$ cat config.mk
export PLATFORM = sky130hd
export DESIGN_NAME = gctl_front
export DESIGN_NICKNAME = d
export VERILOG_FILES = /design/src/sv/gnss_channel_tracking_loop_core_macros.svh /design/src/sv/gctl_pkg.sv /design/src/sv/gctl_front.sv
export SDC_FILE = /design/constraint.sdc
export NUM_CORES = 2
export LEC_CHECK = 0
export BUFFER_PORTS_ARGS = -buffer_cell sky130_fd_sc_hd__buf_4
export CELL_PAD_IN_SITES_DETAIL_PLACEMENT = 1
export CELL_PAD_IN_SITES_GLOBAL_PLACEMENT = 1
export CORE_AREA = 2 2 357 359
export CTS_CLUSTER_SIZE = 20
export DETAILED_ROUTE_END_ITERATION = 6
export DIE_AREA = 0 0 359 361
export PLACE_DENSITY = 0.93
export SETUP_SLACK_MARGIN = 0.5
export SYNTH_ARGS = -nofsm -noshare
export SYNTH_HDL_FRONTEND = slang
export SYNTH_SLANG_ARGS = --single-unit
export TNS_END_PERCENT = 5
$ cat constraint.sdc
create_clock -name clk -period 21.9 [get_ports clk]
set_input_delay 3.285 -clock clk [delete_from_list [all_inputs] [get_ports clk]]
set_output_delay 3.285 -clock clk [all_outputs]
set_load 0.005 [all_outputs]
$ cat src/sv/gnss_channel_tracking_loop_core_macros.svh
// Assertion helpers for the channel tracking loop.
// Both expect signals named clk and rst_n in the asserting scope.
`ifndef GNSS_CHANNEL_TRACKING_LOOP_CORE_MACROS_SVH
`define GNSS_CHANNEL_TRACKING_LOOP_CORE_MACROS_SVH

// Same-cycle implication, checked outside reset.
`define GCTL_ASSERT_NOW(label, ante, cons, msg) \
  label: assert property (@(posedge clk) disable iff (!rst_n) (ante) |-> (cons)) \
    else $error(msg);

// Next-cycle implication, checked outside reset.
`define GCTL_ASSERT_NEXT(label, ante, cons, msg) \
  label: assert property (@(posedge clk) disable iff (!rst_n) (ante) |=> (cons)) \
    else $error(msg);

`endif

$ cat src/sv/gctl_pkg.sv
package gctl_pkg;

  // Field and state widths.
  localparam int RAW_W      = 16;
  localparam int SMP_W      = 14;
  localparam int CFG_DATA_W = 32;
  localparam int CFG_IDX_W  = 3;
  localparam int HCC_W      = 11;
  localparam int BIN_W      = 5;
  localparam int PIC_W      = 12;

  // Search geometry.
  localparam logic [BIN_W-1:0] SEARCH_BINS    = 5'd20;
  localparam logic [HCC_W-1:0] HALF_CHIP_SPAN = 11'd2045;
  localparam logic [PIC_W-1:0] PULL_IN_MAX    = 12'hFFF;

  // Lock codes; each level includes the ones below it.
  localparam logic [2:0] LOCK_NONE    = 3'b000;
  localparam logic [2:0] LOCK_CODE    = 3'b001;
  localparam logic [2:0] LOCK_CARRIER = 3'b011;
  localparam logic [2:0] LOCK_PHASE   = 3'b111;

  // Register reset values.
  localparam logic        RST_CARRIER_POSITIVE    = 1'b0;
  localparam logic [27:0] RST_ACQUIRE_THRESHOLD   = 28'd214400;
  localparam logic [27:0] RST_LOSS_THRESHOLD      = 28'd26800;
  localparam logic [11:0] RST_PULL_IN_LIMIT       = 12'd3000;
  localparam logic [31:0] RST_CODE_REFERENCE      = 32'd13730473;
  localparam logic [31:0] RST_CARRIER_REFERENCE   = 32'd34628173;
  localparam logic [15:0] RST_CODE_SEARCH_STEP    = 16'd4;
  localparam logic [15:0] RST_CARRIER_SEARCH_STEP = 16'd6711;
  localparam logic [31:0] RST_CARRIER_NCO =
    RST_CARRIER_REFERENCE + {15'd0, RST_CARRIER_SEARCH_STEP, 1'b0};

  // Configuration register indexes.
  typedef enum logic [CFG_IDX_W-1:0] {
    CFG_CARRIER_POSITIVE    = 3'd0,
    CFG_ACQUIRE_THRESHOLD   = 3'd1,
    CFG_LOSS_THRESHOLD      = 3'd2,
    CFG_PULL_IN_LIMIT       = 3'd3,
    CFG_CODE_REFERENCE      = 3'd4,
    CFG_CARRIER_REFERENCE   = 3'd5,
    CFG_CODE_SEARCH_STEP    = 3'd6,
    CFG_CARRIER_SEARCH_STEP = 3'd7
  } cfg_reg_e;

  typedef logic signed [RAW_W-1:0] raw_t;
  typedef logic signed [SMP_W-1:0] smp_t;

  typedef struct packed {
    logic        carrier_positive;
    logic [27:0] acquire_threshold;
    logic [27:0] loss_threshold;
    logic [11:0] pull_in_limit;
    logic [31:0] code_reference;
    logic [31:0] carrier_reference;
    logic [15:0] code_search_step;
    logic [15:0] carrier_search_step;
  } cfg_t;

  typedef struct packed {
    raw_t i_early;
    raw_t q_early;
    raw_t i_punctual;
    raw_t q_punctual;
    raw_t i_late;
    raw_t q_late;
  } in_beat_t;

  // Products handed from the correlator stage to the loop stage.
  typedef struct packed {
    logic signed [28:0] pc;
    logic signed [28:0] pcar;
    logic signed [28:0] fll;
    logic signed [29:0] dll;
    smp_t               ip;
    smp_t               qp;
  } prod_t;

  typedef struct packed {
    logic [31:0] carrier_word;
    logic [31:0] code_word;
    logic [2:0]  lock_flags;
    logic        slew_request;
    logic        search_exhausted;
  } res_t;

  // Stage load strobes.
  typedef struct packed {
    logic s0_load;
    logic s1_load;
    logic out_load;
  } pipe_ctl_t;

endpackage

$ cat src/sv/gctl_front.sv
module gctl_front (
  input  logic                 clk,
  input  logic                 rst_n,
  input  gctl_pkg::pipe_ctl_t  ctl,
  input  gctl_pkg::in_beat_t   beat,
  output gctl_pkg::prod_t      prod
);
  import gctl_pkg::*;

  typedef struct packed {
    smp_t ie;
    smp_t qe;
    smp_t ip;
    smp_t qp;
    smp_t il;
    smp_t ql;
    smp_t lpi;
    smp_t lpq;
  } stg0_t;

  stg0_t s0_r;
  smp_t  lpi_r;
  smp_t  lpq_r;
  prod_t s1_r;
  prod_t s1_nxt;

  logic signed [28:0] ip29, qp29, lpi29, lpq29;
  logic signed [14:0] de15, dq15;
  logic signed [29:0] ip30, qp30, de30, dq30;

  // Arithmetic shift right by two keeps the top 14 bits.
  function automatic smp_t to_smp(raw_t v);
    return v[RAW_W-1:2];
  endfunction

  // Previous prompt, carried with each beat so products line up with it.
  always_ff @(posedge clk) begin
    if (!rst_n) begin
      lpi_r <= '0;
      lpq_r <= '0;
    end else if (ctl.s0_load) begin
      lpi_r <= to_smp(beat.i_punctual);
      lpq_r <= to_smp(beat.q_punctual);
    end
  end

  // Input register.
  always_ff @(posedge clk) begin
    if (ctl.s0_load) begin
      s0_r.ie  <= to_smp(beat.i_early);
      s0_r.qe  <= to_smp(beat.q_early);
      s0_r.ip  <= to_smp(beat.i_punctual);
      s0_r.qp  <= to_smp(beat.q_punctual);
      s0_r.il  <= to_smp(beat.i_late);
      s0_r.ql  <= to_smp(beat.q_late);
      s0_r.lpi <= lpi_r;
      s0_r.lpq <= lpq_r;
    end
  end

  // Powers and discriminator products.
  always_comb begin
    ip29  = 29'(s0_r.ip);
    qp29  = 29'(s0_r.qp);
    lpi29 = 29'(s0_r.lpi);
    lpq29 = 29'(s0_r.lpq);
    de15  = 15'(s0_r.ie) - 15'(s0_r.il);
    dq15  = 15'(s0_r.qe) - 15'(s0_r.ql);
    ip30  = 30'(s0_r.ip);
    qp30  = 30'(s0_r.qp);
    de30  = 30'(de15);
    dq30  = 30'(dq15);

    s1_nxt.pc   = ip29 * ip29 + qp29 * qp29;
    s1_nxt.pcar = ip29 * lpi29 + qp29 * lpq29;
    s1_nxt.fll  = qp29 * lpi29 - ip29 * lpq29;
    s1_nxt.dll  = de30 * ip30 + dq30 * qp30;
    s1_nxt.ip   = s0_r.ip;
    s1_nxt.qp   = s0_r.qp;
  end

  always_ff @(posedge clk) begin
    if (ctl.s1_load) begin
      s1_r <= s1_nxt;
    end
  end

  assign prod = s1_r;

endmodule

==> results by group, run 1 <==
Place
  • Routability Congestion: 0.870
  • Detailed placement HPWL: 193000 microns
  • Area post-placement: 74600 sq um
  • Port bufs: 232

Logic synthesis
  • Leading area contributor after synthesis: fa_1
  • Syn Inst Count: 6969
  • Register bit total from synthesis: 285
  • Most instantiated cells after synthesis: 1831 x inv_1, 1799 x fa_1, 771 x nand2_1
  • Yosys warning total: 0
  • Sequential element share of the synthesized area: 11.6%
  • Predominant post-synthesis flop cell: edfxtp_1
  • Synth top area share: 50.6%
  • Synth cell types: 71
  • Ys async rst share: 0%
  • Net count after synthesis: 9383
  • Post-synth EDFFs: 257
  • Mapped cell area: 71100 sq um
  • Syn avg cell area: 10.2 sq um
  • Synth area leaders: fa_1 51%, edfxtp_1 11%, inv_1 9.7%
  • Most common cell in the netlist: inv_1

Clock network
  • Clk buf depth: 3
  • Clock sinks: 285
  • CTS Buf Count: 42
  • CTS root buffer: clkbuf_16
  • CTS resizes: 0
  • H-tree Lvls: 2
  • Hold-fix buffers, CTS: 0
  • # Post-CTS Setup Buffers: 0

Floorplanning
  • Num ports: 246
  • Die height: 361 microns
  • Die X-Extent: 359 microns
  • Initial core utilization: 56.7%
  • Placement Rows: 130

Global routing
  • Initial antenna violation count: 60
  • Total GRT Usage: 80.2%
  • GR Overflow Total: 26
  • Largest net degree at the start of global routing: 88

Status
  • Error msg: [ERROR GRT-0232] Routing congestion too high. Check the congestion heatmap in the GUI.
  • Status: aborted with a tool error
  • Halt Stage: 5_1_grt
cells by family after synthesis:
group	Yosys count	synth area share [%]
AOI/OAI and AO/OA	298	2.80
xor gates and xnor gates	190	2.34
adders and majority gates	2313	59.7
buffers and inverters	2138	11.3
DFF	285	11.6
muxes	46	0.658
and+or+nand+nor	1699	11.6
metal layers:
| layer | global-route usage, % | GRT overflow |
|---|---|---|
| met1 | 76.3 | 1 |
| met2 | 90.5 | 4 |
| met3 | 76.7 | 15 |
| met4 | 75.5 | 6 |
| met5 | 68.7 | 0 |
stage by stage:
| stage | cells | hold slack [ns] | utilization, % | worst slack (ns) |
|---|---|---|---|---|
| after CTS | 8725 | 0.436 | 60.5 | 10.27 |
| after detailed placement | 8647 | 0.422 | 59.5 | 10.78 |
| after global placement | 8647 | 0.411 | 59.5 | 11.17 |
| after floorplan | 6969 | 0.408 | - | 12.56 |
==> run 2: changes to the inputs <==
==> config.mk (replaced) <==
export PLATFORM = sky130hd
export DESIGN_NAME = gctl_front
export DESIGN_NICKNAME = d
export VERILOG_FILES = /design/src/sv/gnss_channel_tracking_loop_core_macros.svh /design/src/sv/gctl_pkg.sv /design/src/sv/gctl_front.sv
export SDC_FILE = /design/constraint.sdc
export NUM_CORES = 2
export LEC_CHECK = 0
export BUFFER_PORTS_ARGS = -buffer_cell sky130_fd_sc_hd__buf_4
export CORE_AREA = 2 2 425 427
export DETAILED_ROUTE_END_ITERATION = 6
export DIE_AREA = 0 0 427 429
export PLACE_DENSITY_LB_ADDON = 0.15
export SYNTH_ARGS = -nofsm -noshare
export SYNTH_HDL_FRONTEND = slang
export SYNTH_SLANG_ARGS = --single-unit
export TNS_END_PERCENT = 5
==> results by group, run 2 <==
Status
  • Status: complete, no violations

Clock network
  • CTS tree: yes
  • Clk slew on worst S/H paths: 0.06 ns
  • CTS root buffer: clkbuf_16
  • CTS resizes: 0
  • Clk buf depth: 3
  • Clock latency on the worst-skew pair: 0.63 ns
  • CTS Buf Count: 40
  • Hold-fix buffers, CTS: 0
  • H-tree Lvls: 2
  • Clock sinks: 285
  • # Post-CTS Setup Buffers: 0

Logic synthesis
  • Most instantiated cells after synthesis: 1831 x inv_1, 1799 x fa_1, 771 x nand2_1
  • Synth area leaders: fa_1 51%, edfxtp_1 11%, inv_1 9.7%
  • Net count after synthesis: 9383
  • Post-synth EDFFs: 257
  • Synth top area share: 50.6%
  • Leading area contributor after synthesis: fa_1
  • Most common cell in the netlist: inv_1
  • Syn avg cell area: 10.2 sq um
  • Sequential element share of the synthesized area: 11.6%
  • Synth cell types: 71
  • Mapped cell area: 71100 sq um
  • Syn Inst Count: 6969
  • Yosys warning total: 0
  • Register bit total from synthesis: 285
  • Predominant post-synthesis flop cell: edfxtp_1
  • Ys async rst share: 0%

Worst setup path
  • CP required: 22.24 ns
  • Worst path max stage delay: 0.70 ns
  • Reg-to-reg slack, setup: 10.65 ns
  • CP arrival: 11.59 ns
  • Worst Setup SP: s0_r[43]
  • CP Capture Type: register
  • Reg2reg end: prod[57]
  • Worst setup SP type: register
  • Critical path's top delay family: adder cells
  • CP max stage cell: mux2i_1
  • Reg2reg start: s0_r[43]
  • Kind of critical path: reg -> reg
  • Number of buffers and inverters on the critical path: 5
  • CP Depth: 33
  • Reg2reg path depth: 33
  • Most frequent cell on the critical path: fa_1
  • Crit-path max FO: 9
  • Worst Setup EP: prod[57]

STA
  • Clock skew: 0.0358 ns
  • Final setup fails: 0
  • Slew Viols, Final: 0
  • RSZ-0062 raised after global routing: no
  • Minimum clock period: 11.25 ns
  • Final Hold Fails: 0
  • Least-Margin Pin Slew: 1.26 ns
  • Maximum clock rate: 88.9 MHz
  • Crit share post-route: 51.4%
  • Worst slew margin: 15.6%
  • Setup TNS: 0 ns

Finish
  • Layout area overhead: 8.16%
  • Commonest non-fill, non-tap cell in the layout: inv_1
  • Fillers: 17300
  • Most frequent cells in the layout: 1831 x inv_1, 1799 x fa_1, 771 x nand2_1
  • Fraction of layout cells with a size suffix above 1: 6.20%
  • Largest register FFs: 145
  • Nets: 9467

Route
  • WL final: 179000 microns
  • Detail Route Antenna Nets: 0
  • 1st-pass router iterations: 5
  • Via-to-Cell Ratio: 4.80
  • DRC viols: 0
  • Avg WL per Cell: 18.9 microns
  • 1st-iter DRT viols: 2556
  • Vias: 45400

Global routing
  • Initial antenna violation count: 4
  • GR Overflow Total: 0
  • Vias in the first global route: 50400
  • Largest net degree at the start of global routing: 62
  • First-pass GRT wire length: 293000 microns
  • Total GRT Usage: 20.9%

Floorplanning
  • Initial core utilization: 39.9%
  • Die height: 429 microns
  • Num ports: 246
  • Die X-Extent: 427 microns
  • Core box area: 178000 sq um
  • Die Area: 183000 sq um
  • Placement Rows: 155

Run
  • MaxCap Viol Count: 0

Place
  • Detailed placement HPWL: 141000 microns
  • Routability Congestion: 0.818
  • Port bufs: 232

Min path
  • Hold Crit Class: reg -> reg
  • Hold path depth: 0
[run 2: cell counts after synthesis]
No cell type changed its count.
[run 2: final cells by class]
type	instances	area, sq um	share of cell area [%]
Timing Repair Buffer	344	2590	3.37
Clock buffer	58	1170	1.52
Antenna cell	4	10.0	0.0130
Tap cell	2355	2950	3.83
Clock inverter	16	183	0.237
Inverter	1836	6890	8.96
Multi-Input combinational cell	4546	54900	71.3
Sequential cell	285	8280	10.8
[run 2: kinds of logic (layout without fill, tap and decap cells)]
family | after synthesis | after routing | share of synthesized area [%]
buffers and inverters | 2138 | 2254 | 11.3
AND/OR/NAND/NOR | 1699 | 1699 | 11.6
multiplexers | 46 | 46 | 0.658
XOR/XNOR | 190 | 190 | 2.34
adder cells (fa/ha/maj) | 2313 | 2313 | 59.7
other | 0 | 4 | 0
AO/OA/AOI/OAI | 298 | 298 | 2.80
flip-flops | 285 | 285 | 11.6
[run 2: through the flow]
| step | std cells | utilization, % | hold WS, ns | area (sq um) | setup slack [ns] |
|---|---|---|---|---|---|
| floorplan | 6969 | - | 0.408 | 71100 | 12.56 |
| finish | 9444 | 43.2 | 0.425 | 76900 | 10.65 |
| CTS | 9440 | 43.2 | 0.427 | 76900 | 10.68 |
| global route | 9441 | 43.2 | 0.434 | 76900 | 9.95 |
| detailed placement | 9366 | 42.4 | 0.413 | 75600 | 10.77 |
| global placement | 9366 | 42.4 | 0.412 | 75600 | 10.81 |
[run 2: worst min-delay path by stage]
stage	start	to	slack (ns)
2_1_floorplan	lpi_r[0]	lpi29[0]	0.41
3_3_place_gp	lpq_r[0]	lpq29[0]	0.41
3_5_place_dp	lpq_r[1]	lpq29[1]	0.41
4_1_cts	lpi_r[6]	lpi29[6]	0.43
5_1_grt	lpq_r[8]	lpq29[8]	0.43
6_report	lpq_r[1]	lpq29[1]	0.43
[run 2: layer usage]
layer  global-route usage [%]  part of all wire (%)  vias up
met5                        0                0.0073        -
met4                     5.60                   3.0        2
met2                     32.5                    45     1014
met3                     3.82                   6.4      157
met1                     30.0                    45    23800
li1                         -                     -    20400
Power of run 2 is left out: the tool's default activity adds up to more than one toggle a clock period on the data nets, which glitch-free logic cannot reach.
