==> src/sv/gnss_channel_tracking_loop_core_macros.svh <==
// Assertion helpers for the channel tracking loop.
// Both expect signals named clk and rst_n in the asserting scope.
`ifndef GNSS_CHANNEL_TRACKING_LOOP_CORE_MACROS_SVH
`define GNSS_CHANNEL_TRACKING_LOOP_CORE_MACROS_SVH

// Same-cycle implication, checked outside reset.
`define GCTL_ASSERT_NOW(label, ante, cons, msg) \
  label: assert property (@(posedge clk) disable iff (!rst_n) (ante) |-> (cons)) \
    else $error(msg);

// Next-cycle implication, checked outside reset.
`define GCTL_ASSERT_NEXT(label, ante, cons, msg) \
  label: assert property (@(posedge clk) disable iff (!rst_n) (ante) |=> (cons)) \
    else $error(msg);

`endif

==> src/sv/gctl_pkg.sv <==
package gctl_pkg;

  // Field and state widths.
  localparam int RAW_W      = 16;
  localparam int SMP_W      = 14;
  localparam int CFG_DATA_W = 32;
  localparam int CFG_IDX_W  = 3;
  localparam int HCC_W      = 11;
  localparam int BIN_W      = 5;
  localparam int PIC_W      = 12;

  // Search geometry.
  localparam logic [BIN_W-1:0] SEARCH_BINS    = 5'd20;
  localparam logic [HCC_W-1:0] HALF_CHIP_SPAN = 11'd2045;
  localparam logic [PIC_W-1:0] PULL_IN_MAX    = 12'hFFF;

  // Lock codes; each level includes the ones below it.
  localparam logic [2:0] LOCK_NONE    = 3'b000;
  localparam logic [2:0] LOCK_CODE    = 3'b001;
  localparam logic [2:0] LOCK_CARRIER = 3'b011;
  localparam logic [2:0] LOCK_PHASE   = 3'b111;

  // Register reset values.
  localparam logic        RST_CARRIER_POSITIVE    = 1'b0;
  localparam logic [27:0] RST_ACQUIRE_THRESHOLD   = 28'd214400;
  localparam logic [27:0] RST_LOSS_THRESHOLD      = 28'd26800;
  localparam logic [11:0] RST_PULL_IN_LIMIT       = 12'd3000;
  localparam logic [31:0] RST_CODE_REFERENCE      = 32'd13730473;
  localparam logic [31:0] RST_CARRIER_REFERENCE   = 32'd34628173;
  localparam logic [15:0] RST_CODE_SEARCH_STEP    = 16'd4;
  localparam logic [15:0] RST_CARRIER_SEARCH_STEP = 16'd6711;
  localparam logic [31:0] RST_CARRIER_NCO =
    RST_CARRIER_REFERENCE + {15'd0, RST_CARRIER_SEARCH_STEP, 1'b0};

  // Configuration register indexes.
  typedef enum logic [CFG_IDX_W-1:0] {
    CFG_CARRIER_POSITIVE    = 3'd0,
    CFG_ACQUIRE_THRESHOLD   = 3'd1,
    CFG_LOSS_THRESHOLD      = 3'd2,
    CFG_PULL_IN_LIMIT       = 3'd3,
    CFG_CODE_REFERENCE      = 3'd4,
    CFG_CARRIER_REFERENCE   = 3'd5,
    CFG_CODE_SEARCH_STEP    = 3'd6,
    CFG_CARRIER_SEARCH_STEP = 3'd7
  } cfg_reg_e;

  typedef logic signed [RAW_W-1:0] raw_t;
  typedef logic signed [SMP_W-1:0] smp_t;

  typedef struct packed {
    logic        carrier_positive;
    logic [27:0] acquire_threshold;
    logic [27:0] loss_threshold;
    logic [11:0] pull_in_limit;
    logic [31:0] code_reference;
    logic [31:0] carrier_reference;
    logic [15:0] code_search_step;
    logic [15:0] carrier_search_step;
  } cfg_t;

  typedef struct packed {
    raw_t i_early;
    raw_t q_early;
    raw_t i_punctual;
    raw_t q_punctual;
    raw_t i_late;
    raw_t q_late;
  } in_beat_t;

  // Products handed from the correlator stage to the loop stage.
  typedef struct packed {
    logic signed [28:0] pc;
    logic signed [28:0] pcar;
    logic signed [28:0] fll;
    logic signed [29:0] dll;
    smp_t               ip;
    smp_t               qp;
  } prod_t;

  typedef struct packed {
    logic [31:0] carrier_word;
    logic [31:0] code_word;
    logic [2:0]  lock_flags;
    logic        slew_request;
    logic        search_exhausted;
  } res_t;

  // Stage load strobes.
  typedef struct packed {
    logic s0_load;
    logic s1_load;
    logic out_load;
  } pipe_ctl_t;

endpackage

==> src/sv/gctl_loop.sv <==
module gctl_loop (
  input  logic                 clk,
  input  logic                 rst_n,
  input  gctl_pkg::pipe_ctl_t  ctl,
  input  gctl_pkg::cfg_t       cfg,
  input  gctl_pkg::prod_t      prod,
  output gctl_pkg::res_t       res
);
  import gctl_pkg::*;

  // Loop state.
  logic [2:0]         lock_r,  lock_nxt;
  logic signed [29:0] cpa_r,   cpa_nxt;
  logic signed [29:0] capa_r,  capa_nxt;
  logic signed [25:0] pm_r,    pm_nxt;
  logic signed [37:0] dm_r,    dm_nxt;
  logic [PIC_W-1:0]   pic_r,   pic_nxt;
  logic [HCC_W-1:0]   hcc_r,   hcc_nxt;
  logic [BIN_W-1:0]   bin_r,   bin_nxt;
  logic [31:0]        cnco_r,  cnco_nxt;
  logic [31:0]        knco_r,  knco_nxt;
  res_t               res_r,   res_nxt;

  logic signed [29:0] acq_s, loss_s, pc_s, pcar_s;
  logic signed [31:0] c_dlt, k_dlt;
  logic               pull_done;
  logic signed [14:0] ip15, pll_disc;
  logic signed [25:0] pll_err;
  logic signed [27:0] pll_diff;
  logic signed [31:0] dcarr;
  logic signed [37:0] dll_err;
  logic signed [39:0] dll_diff;
  logic signed [31:0] dcode;
  logic [BIN_W-1:0]   off_mag;
  logic [31:0]        code_off, car_off;
  logic               slew, exh;

  always_comb begin
    acq_s  = $signed({2'b00, cfg.acquire_threshold});
    loss_s = $signed({2'b00, cfg.loss_threshold});
    pc_s   = 30'(prod.pc);
    pcar_s = 30'(prod.pcar);
    c_dlt  = 32'(pc_s) - 32'(cpa_r) + 32'sd128;
    k_dlt  = 32'(pcar_s) - 32'(capa_r) + 32'sd128;

    lock_nxt  = lock_r;
    cpa_nxt   = cpa_r;
    capa_nxt  = capa_r;
    pm_nxt    = pm_r;
    dm_nxt    = dm_r;
    pic_nxt   = pic_r;
    hcc_nxt   = hcc_r;
    bin_nxt   = bin_r;
    cnco_nxt  = cnco_r;
    knco_nxt  = knco_r;
    pull_done = 1'b0;
    ip15      = 15'(prod.ip);
    pll_disc  = '0;
    pll_err   = '0;
    pll_diff  = '0;
    dcarr     = '0;
    dll_err   = '0;
    dll_diff  = '0;
    dcode     = '0;
    off_mag   = '0;
    code_off  = '0;
    car_off   = '0;
    slew      = 1'b0;
    exh       = 1'b0;

    // Power averaging with a 1/256 leak while code locked.
    if (lock_r[0]) begin
      cpa_nxt  = cpa_r + 30'(c_dlt >>> 8);
      capa_nxt = capa_r + 30'(k_dlt >>> 8);
    end

    // Code lock on instantaneous power, loss on averaged power.
    if (pc_s > acq_s && !lock_r[0]) begin
      lock_nxt = LOCK_CODE;
      cpa_nxt  = loss_s;
      capa_nxt = loss_s;
      dm_nxt   = '0;
    end else if (cpa_nxt < loss_s) begin
      lock_nxt = LOCK_NONE;
    end

    // Carrier lock on averaged dot-product power.
    if (lock_nxt[0]) begin
      if (capa_nxt > acq_s && !lock_nxt[1]) begin
        lock_nxt = LOCK_CARRIER;
        pic_nxt  = '0;
      end else if (capa_nxt < loss_s) begin
        lock_nxt = LOCK_CODE;
      end
    end

    // Pull-in count toward phase lock; compare uses the count before the bump.
    if (lock_nxt[1] && !lock_nxt[2]) begin
      pull_done = (pic_nxt >= cfg.pull_in_limit);
      if (pic_nxt != PULL_IN_MAX) begin
        pic_nxt = pic_nxt + 1'b1;
      end
      if (pull_done) begin
        lock_nxt = LOCK_PHASE;
        pm_nxt   = '0;
      end
    end

    if (lock_nxt[0]) begin
      // FLL-aided PLL.
      if (prod.qp > 14'sd0) begin
        pll_disc = -ip15;
      end else if (prod.qp < 14'sd0) begin
        pll_disc = ip15;
      end
      pll_err  = 26'(pll_disc) <<< 11;
      pll_diff = 28'(pll_err) - 28'(pm_nxt) + ((28'(pll_err) + 28'sd16) >>> 5);
      pm_nxt   = pll_err;
      dcarr    = ((32'(prod.fll) + 32'sd8192) >>> 14)
               - ((32'(pll_diff) + 32'sd16384) >>> 15);
      if (cfg.carrier_positive) begin
        cnco_nxt = cnco_r + $unsigned(dcarr);
      end else begin
        cnco_nxt = cnco_r - $unsigned(dcarr);
      end

      // Early-minus-late DLL.
      dll_err  = 38'(prod.dll) <<< 7;
      dll_diff = 40'(dll_err) - 40'(dm_nxt) + ((40'(dll_err) + 40'sd256) >>> 9);
      dm_nxt   = dll_err;
      dcode    = 32'((dll_diff + 40'sd524288) >>> 20);
      knco_nxt = knco_r + $unsigned(dcode);
    end else begin
      // Search: slew half a chip, step bins after a full code sweep.
      slew = 1'b1;
      if (hcc_r >= HALF_CHIP_SPAN) begin
        hcc_nxt = '0;
        if (bin_r >= SEARCH_BINS) begin
          lock_nxt = LOCK_NONE;
          cpa_nxt  = loss_s;
          capa_nxt = loss_s;
          pm_nxt   = '0;
          dm_nxt   = '0;
          pic_nxt  = '0;
          bin_nxt  = '0;
          exh      = 1'b1;
        end else begin
          bin_nxt = bin_r + 1'b1;
        end
        // Odd bins sit above the reference, even bins at or below it.
        if (bin_nxt[0]) begin
          off_mag = (bin_nxt >> 1) + 1'b1;
        end else begin
          off_mag = bin_nxt >> 1;
        end
        code_off = 32'(cfg.code_search_step * off_mag);
        car_off  = 32'(cfg.carrier_search_step * off_mag);
        if (bin_nxt[0]) begin
          knco_nxt = cfg.code_reference + code_off;
          cnco_nxt = cfg.carrier_reference + car_off;
        end else begin
          knco_nxt = cfg.code_reference - code_off;
          cnco_nxt = cfg.carrier_reference - car_off;
        end
      end else begin
        hcc_nxt = hcc_r + 1'b1;
      end
    end

    res_nxt.carrier_word     = cnco_nxt | {cfg.carrier_positive, 31'd0};
    res_nxt.code_word        = knco_nxt;
    res_nxt.lock_flags       = lock_nxt;
    res_nxt.slew_request     = slew;
    res_nxt.search_exhausted = exh;
  end

  // State registers advance once per beat leaving the product stage.
  always_ff @(posedge clk) begin
    if (!rst_n) begin
      lock_r <= LOCK_NONE;
      cpa_r  <= $signed({2'b00, RST_LOSS_THRESHOLD});
      capa_r <= $signed({2'b00, RST_LOSS_THRESHOLD});
      pm_r   <= '0;
      dm_r   <= '0;
      pic_r  <= '0;
      hcc_r  <= '0;
      bin_r  <= '0;
      cnco_r <= RST_CARRIER_NCO;
      knco_r <= RST_CODE_REFERENCE;
    end else if (ctl.out_load) begin
      lock_r <= lock_nxt;
      cpa_r  <= cpa_nxt;
      capa_r <= capa_nxt;
      pm_r   <= pm_nxt;
      dm_r   <= dm_nxt;
      pic_r  <= pic_nxt;
      hcc_r  <= hcc_nxt;
      bin_r  <= bin_nxt;
      cnco_r <= cnco_nxt;
      knco_r <= knco_nxt;
    end
  end

  // Result register.
  always_ff @(posedge clk) begin
    if (ctl.out_load) begin
      res_r <= res_nxt;
    end
  end

  assign res = res_r;

endmodule

==> config.mk <==
export PLATFORM = sky130hd
export DESIGN_NAME = gctl_loop
export DESIGN_NICKNAME = d
export VERILOG_FILES = /design/src/sv/gnss_channel_tracking_loop_core_macros.svh /design/src/sv/gctl_pkg.sv /design/src/sv/gctl_loop.sv
export SDC_FILE = /design/constraint.sdc
export NUM_CORES = 2
export LEC_CHECK = 0
export BUFFER_PORTS_ARGS = -buffer_cell sky130_fd_sc_hd__buf_4
export CAP_MARGIN = 25
export CELL_PAD_IN_SITES_DETAIL_PLACEMENT = 1
export CELL_PAD_IN_SITES_GLOBAL_PLACEMENT = 1
export CORE_UTILIZATION = 46
export DETAILED_ROUTE_END_ITERATION = 6
export GPL_TIMING_DRIVEN = 0
export PLACE_DENSITY_LB_ADDON = 0.1
export SLEW_MARGIN = 20
export SYNTH_ARGS = -nofsm -noshare
export SYNTH_HDL_FRONTEND = slang
export SYNTH_SLANG_ARGS = --single-unit
==> constraint.sdc <==
create_clock -name clk -period 26.5 [get_ports clk]
set_clock_uncertainty 0.15 [all_clocks]
set_input_delay 5.3 -clock clk [delete_from_list [all_inputs] [get_ports clk]]
set_output_delay 5.3 -clock clk [all_outputs]
set_load 0.01 [all_outputs]
# [Word-level counts from Yosys, hierarchy flattened]
# Cells that the tools add are included.
[word_totals] register_bits=288 output_inout_bits=69
[classes] add_sub_neg=28 multipliers=2 magnitude_cmp=9 eq_ne=1 n_mux=55 n_bitwise=3 reduce_logical=9
[ops] cell="$mux 30" count=10
[ops] cell="$mux 32" count=7
[ops] cell="$mux 38" count=4
[ops] cell="$mux 26" count=5
[ops] cell="$mux 12" count=7
[ops] cell="$add 31x9->32 const B" count=2
[ops] cell="$add 32x21->32" count=2
[ops] cell="$add 32x32->32" count=2
[ops] cell="$sub 32x21->32" count=2
[ops] cell="$sub 29x30->31" count=2
[ops] cell="$add 30x24->30" count=2
[ops] cell="$lt 30x29->1" count=2
[ops] cell="$mux 15" count=3
[ops] cell="$mul 16x5->21" count=2
[ops] cell="$add 39x29->40" count=1
[ops] cell="$add 40x21->40 const B" count=1
[ops] cell="$sub 37x38->39" count=1
[ops] cell="$add 37x10->38 const B" count=1
[ops] cell="$or 32x32->32" count=1
[ops] cell="$sub 32x32->32" count=1
[ops] cell="$add 29x15->30 const B" count=1
[ops] cell="$gt 30x29->1" count=1
[ops] cell="$mux 3" count=10
[ops] cell="$mux 5" count=6
[ops] cell="25 further kinds" count=31

# [Longest topological paths before layout]
[depth] ltp_word=25 ltp_mapped=97 depth_no_buf=95

# [Worst setup path before layout]
# OpenSTA, ideal clock, no wires.
[synth_path] kind="input port to flip-flop" from="input prod[91] (netlist name)" to="register res_r, in the netlist res[68] (data pin)" arrival_time_ps=21930 path_slack_ps=4151 cell_stages=92 path_buffers=3 cell_sequence="ha_1 -> ha_1 -> a211oi_1 -> o21ai_0 -> o21bai_1 -> a21o_1 -> o311a_1 -> o21ai_0 -> a21boi_0 -> o21a_1 -> o21a_1 -> o21ai_0 -> nand2b_1 -> nand4_1 -> nand4b_1 -> xor2_1 -> ha_1 -> clkbuf_1 -> [... 56 more ...] -> a21o_1 -> a21oi_1 -> xor2_1 -> a31oi_1 -> nand2_1 -> o21ai_0 -> ha_1 -> a21oi_1 -> nand2_1 -> a21oi_1 -> nor3_1 -> nor2_1 -> a21oi_1 -> a221o_1 -> xnor2_1 -> nor3b_1 -> a21o_1 -> o21ai_1"
[synth_lines] item="from (decl)" line_no="gctl_loop.sv:6" source="input gctl_pkg::prod_t prod,"
[synth_lines] item="to (signal assigned)" line_no="gctl_loop.sv:207" source="res_r <= res_nxt;"
[synth_lines] item="to (decl)" line_no="gctl_loop.sv:22" source="res_t res_r, res_nxt;"

==> flow_summary.yaml <==
critical_path:
  reg2reg_from: "capa_r[4]"
  path_class: "input pin to flop"
  reg2reg_to: "res[68]"
  crit_start: "prod[91]"
  required_ps: 26630
  crit_path_top_delay_cell: "o21ai_1"
  critPathCaptureType: "flop"
  path_max_fanout: 10
  slowest_delay_ps: 570
  arrival_ps: 25420
  path_common_cell: "a21o_1"
  worst_setup_path_start_kind: "input pin"
  reg2reg_slack_ps: 5600
  reg2reg_depth: 89
placement:
  dp.cells: 6569
  io_buffer_count: 363
  dpl.hpwl_um: 127000
  gp_congestion: 0.955
  dpl_worst_slack_ps: -1240
die:
  core-area_um2: 85400
  placementRows: 107
  ios: 384
  die_w_um: 296
  dieArea_um2: 87500
  die_h_um: 296
  initial_utilization_pct: 46.5
final_layout:
  finalNetCount: 6558
  multi_input_area_um2: 31100
  synthToLayoutAreaGrowth_pct: 14.2
  drive_gt1_share_pct: 9.58
  final_cells: 6646
  fill_cells: 10700
  seq_area_um2: 6460
pwr:
  ir_worst_vdd_mv: 0.193
  leakagePower_nw: 21.4
  power_density_nw_per_um2: 81.1
timing:
  setup_viol: 0
  slew_headroom_pct: 19.7
  worst_slack_ps: 1210
  finalHoldViolations: 0
  rsz0062_at_grt: "no"
  post-route-min-period_ps: 25290
  period_share_pct: 95.4
  fmax_mhz: 39.5
  tightest_slew_ps: 1200
  tns_ps: 0
  slew_violations: 0
hold_path:
  min_path_type: "flop to flop"
  whs_path_depth: 1
  hold_start: "dm_r[2]"
  worstHoldEndpoint: "dm_r[2]"
clock_tree:
  cts_root_buffer: "clkbuf_16"
  insertion_delay_ps: 590
  cts_made_buffers: 39
  path_clk_slew_ps: 60
  hold_buffers: 0
  htreeDepth: 2
  clock_tree.buffer_depth: 3
  tritoncts: "built"
  cts_sinks: 288
synth:
  syn_area_per_cell_um2: 7.85
  post_synth_fa_ha_maj_area_fraction_pct: 26.9
  synth_mux_area_share_pct: 2.01
  ys_seq_elements: 288
  synth_ff_type: "dfxtp_1"
  synth.distinct_cells: 94
  synth_area_um2: 39700
  synth-compound-area-share_pct: 22.1
  postSynthCellCount: 5058
  synth_xor_area_share_pct: 8.04
  ys_warn_count: 0
  ys_seq_area_share_pct: 16.3
  synth_top_family_by_area: "adder cells"
  synth_edf_count: 69
  async_reset_ff_share_pct: 0
  synth_simple_gate_area_share_pct: 19.0
  syn_nets: 6146
flow_run:
  drv_cap: 0
global_routing:
  grt_overflow: 0
  grt_pass1_vias: 39900
  grt_pass1_wl_um: 230000
  grtUsageTotal_pct: 34.1
  grt_max_degree: 75
  antenna_found_initial: 1
outcome:
  status: "complete, no violations"
route:
  routed_via_density: 5.94
  ant_nets: 0
  vias: 39500
  drtIter0Drc: 2303
  post_drt_wl_per_cell_um: 23.0
  firstDrtPassIters: 5
  drc: 0
  totalWireLength_um: 153000
placed cells by master (no fill, tap or decap), drive strengths merged, types with 153 or more instances in the layout:
cell type    n
dfxtp      219
a21oi      350
ha         639
a21o       153
nor2       432
xnor2      229
buf        400
o21ai      350
nand2      483
inv        425
clkbuf     180
synth_stat cells (64+ instances only):
master      n  area share [%]
xor2_1    128             2.8
mux2i_1    65             1.6
ha_1      639              20
o21a_1     64             1.2
and2_1     70             1.1
nor2_1    431             4.1
nand2_1   482             4.6
a21oi_1   350             4.4
a211oi_1   72             1.4
a21o_1    153             2.9
nor3_1     98             1.2
xnor2_1   229             5.0
inv_1     421             4.0
clkbuf_1  132             1.2
nand3_1   117             1.5
nor2b_1   116             1.8
o21ai_0   343             4.3
edfxtp_1   69             5.2
fa_1      134             6.8
dfxtp_1   219              11
metal layers:
metal | up-vias | share of wire (%) | track usage, %
li1 | 18800 | - | -
met1 | 19400 | 43 | 43.6
met2 | 1037 | 47 | 57.9
met3 | 281 | 5.2 | 3.98
met4 | 0 | 4.6 | 14.5
met5 | - | 0 | 0
cells by family after synthesis:
| family | Yosys count |
|---|---|
| buf+inv | 588 |
| compound gates | 1372 |
| mux | 77 |
| simple gates | 1599 |
| xor+xnor | 360 |
| fa+ha+maj | 774 |
| flops | 288 |
area by class of cell:
class / instances / share of cell area [%]
clock buffers: 47 / 2.35
inverters: 426 / 3.53
diodes: 1 / 0.00552
multi-input cells: 4182 / 68.6
well taps: 1144 / 3.16
repair buffers: 371 / 6.25
plain buffers: 162 / 1.44
clock inverters: 25 / 0.474
flip-flops and latches: 288 / 14.2
what timing repair did:
item / in CTS / in global routing
pin swaps: 0 / 1
buffers inserted: 0 / 2
resized for setup: 7 / 18
endpoints found under the setup margin: 20 / 30
stage by stage:
stage / utilization [%] / total power, mW / hold WS (ps) / area [um2]
floorplan: - / 2.36 / 297 / 39700
global placement: 51.4 / 3.01 / 314 / 43900
detailed placement: 51.5 / 3.07 / 316 / 44000
CTS: 53.0 / 3.65 / 333 / 45300
global route: 53.1 / 3.95 / 338 / 45400
finish: 53.1 / 3.68 / 330 / 45400
worst max-delay path by stage:
stage	end	slack [ps]	cells after the start
floorplan	res[68]	4150	92
global placement	res[68]	-840	92
detailed placement	res[68]	-1240	90
CTS	res[68]	60	93
global route	res[68]	90	93
finish	res[68]	1210	89
report_power, final:
part / switching (mW) / total, mW / internal, mW
Combinational: 1.49 / 2.52 / 1.03
Clock: 0.237 / 0.546 / 0.309
Sequential: 0.0644 / 0.612 / 0.548
registers in the layout (all words and copies together), names as in the netlist:
name    flops
dm_r       38
bin_r       5
pic_r      12
lock_r      3
cnco_r     32
hcc_r      11
res        69
cpa_r      30
knco_r     32
capa_r     30
pm_r       26
worst max-delay path: cells and delay by family:
family                   cells  cell delay (ps)
XOR/XNOR                     5              990
AND/OR/NAND/NOR             18             2830
AO/OA/AOI/OAI               51            11630
buffers and inverters        5             1260
adder cells (fa/ha/maj)     10             3340
Power figures use the tool's default switching activity.
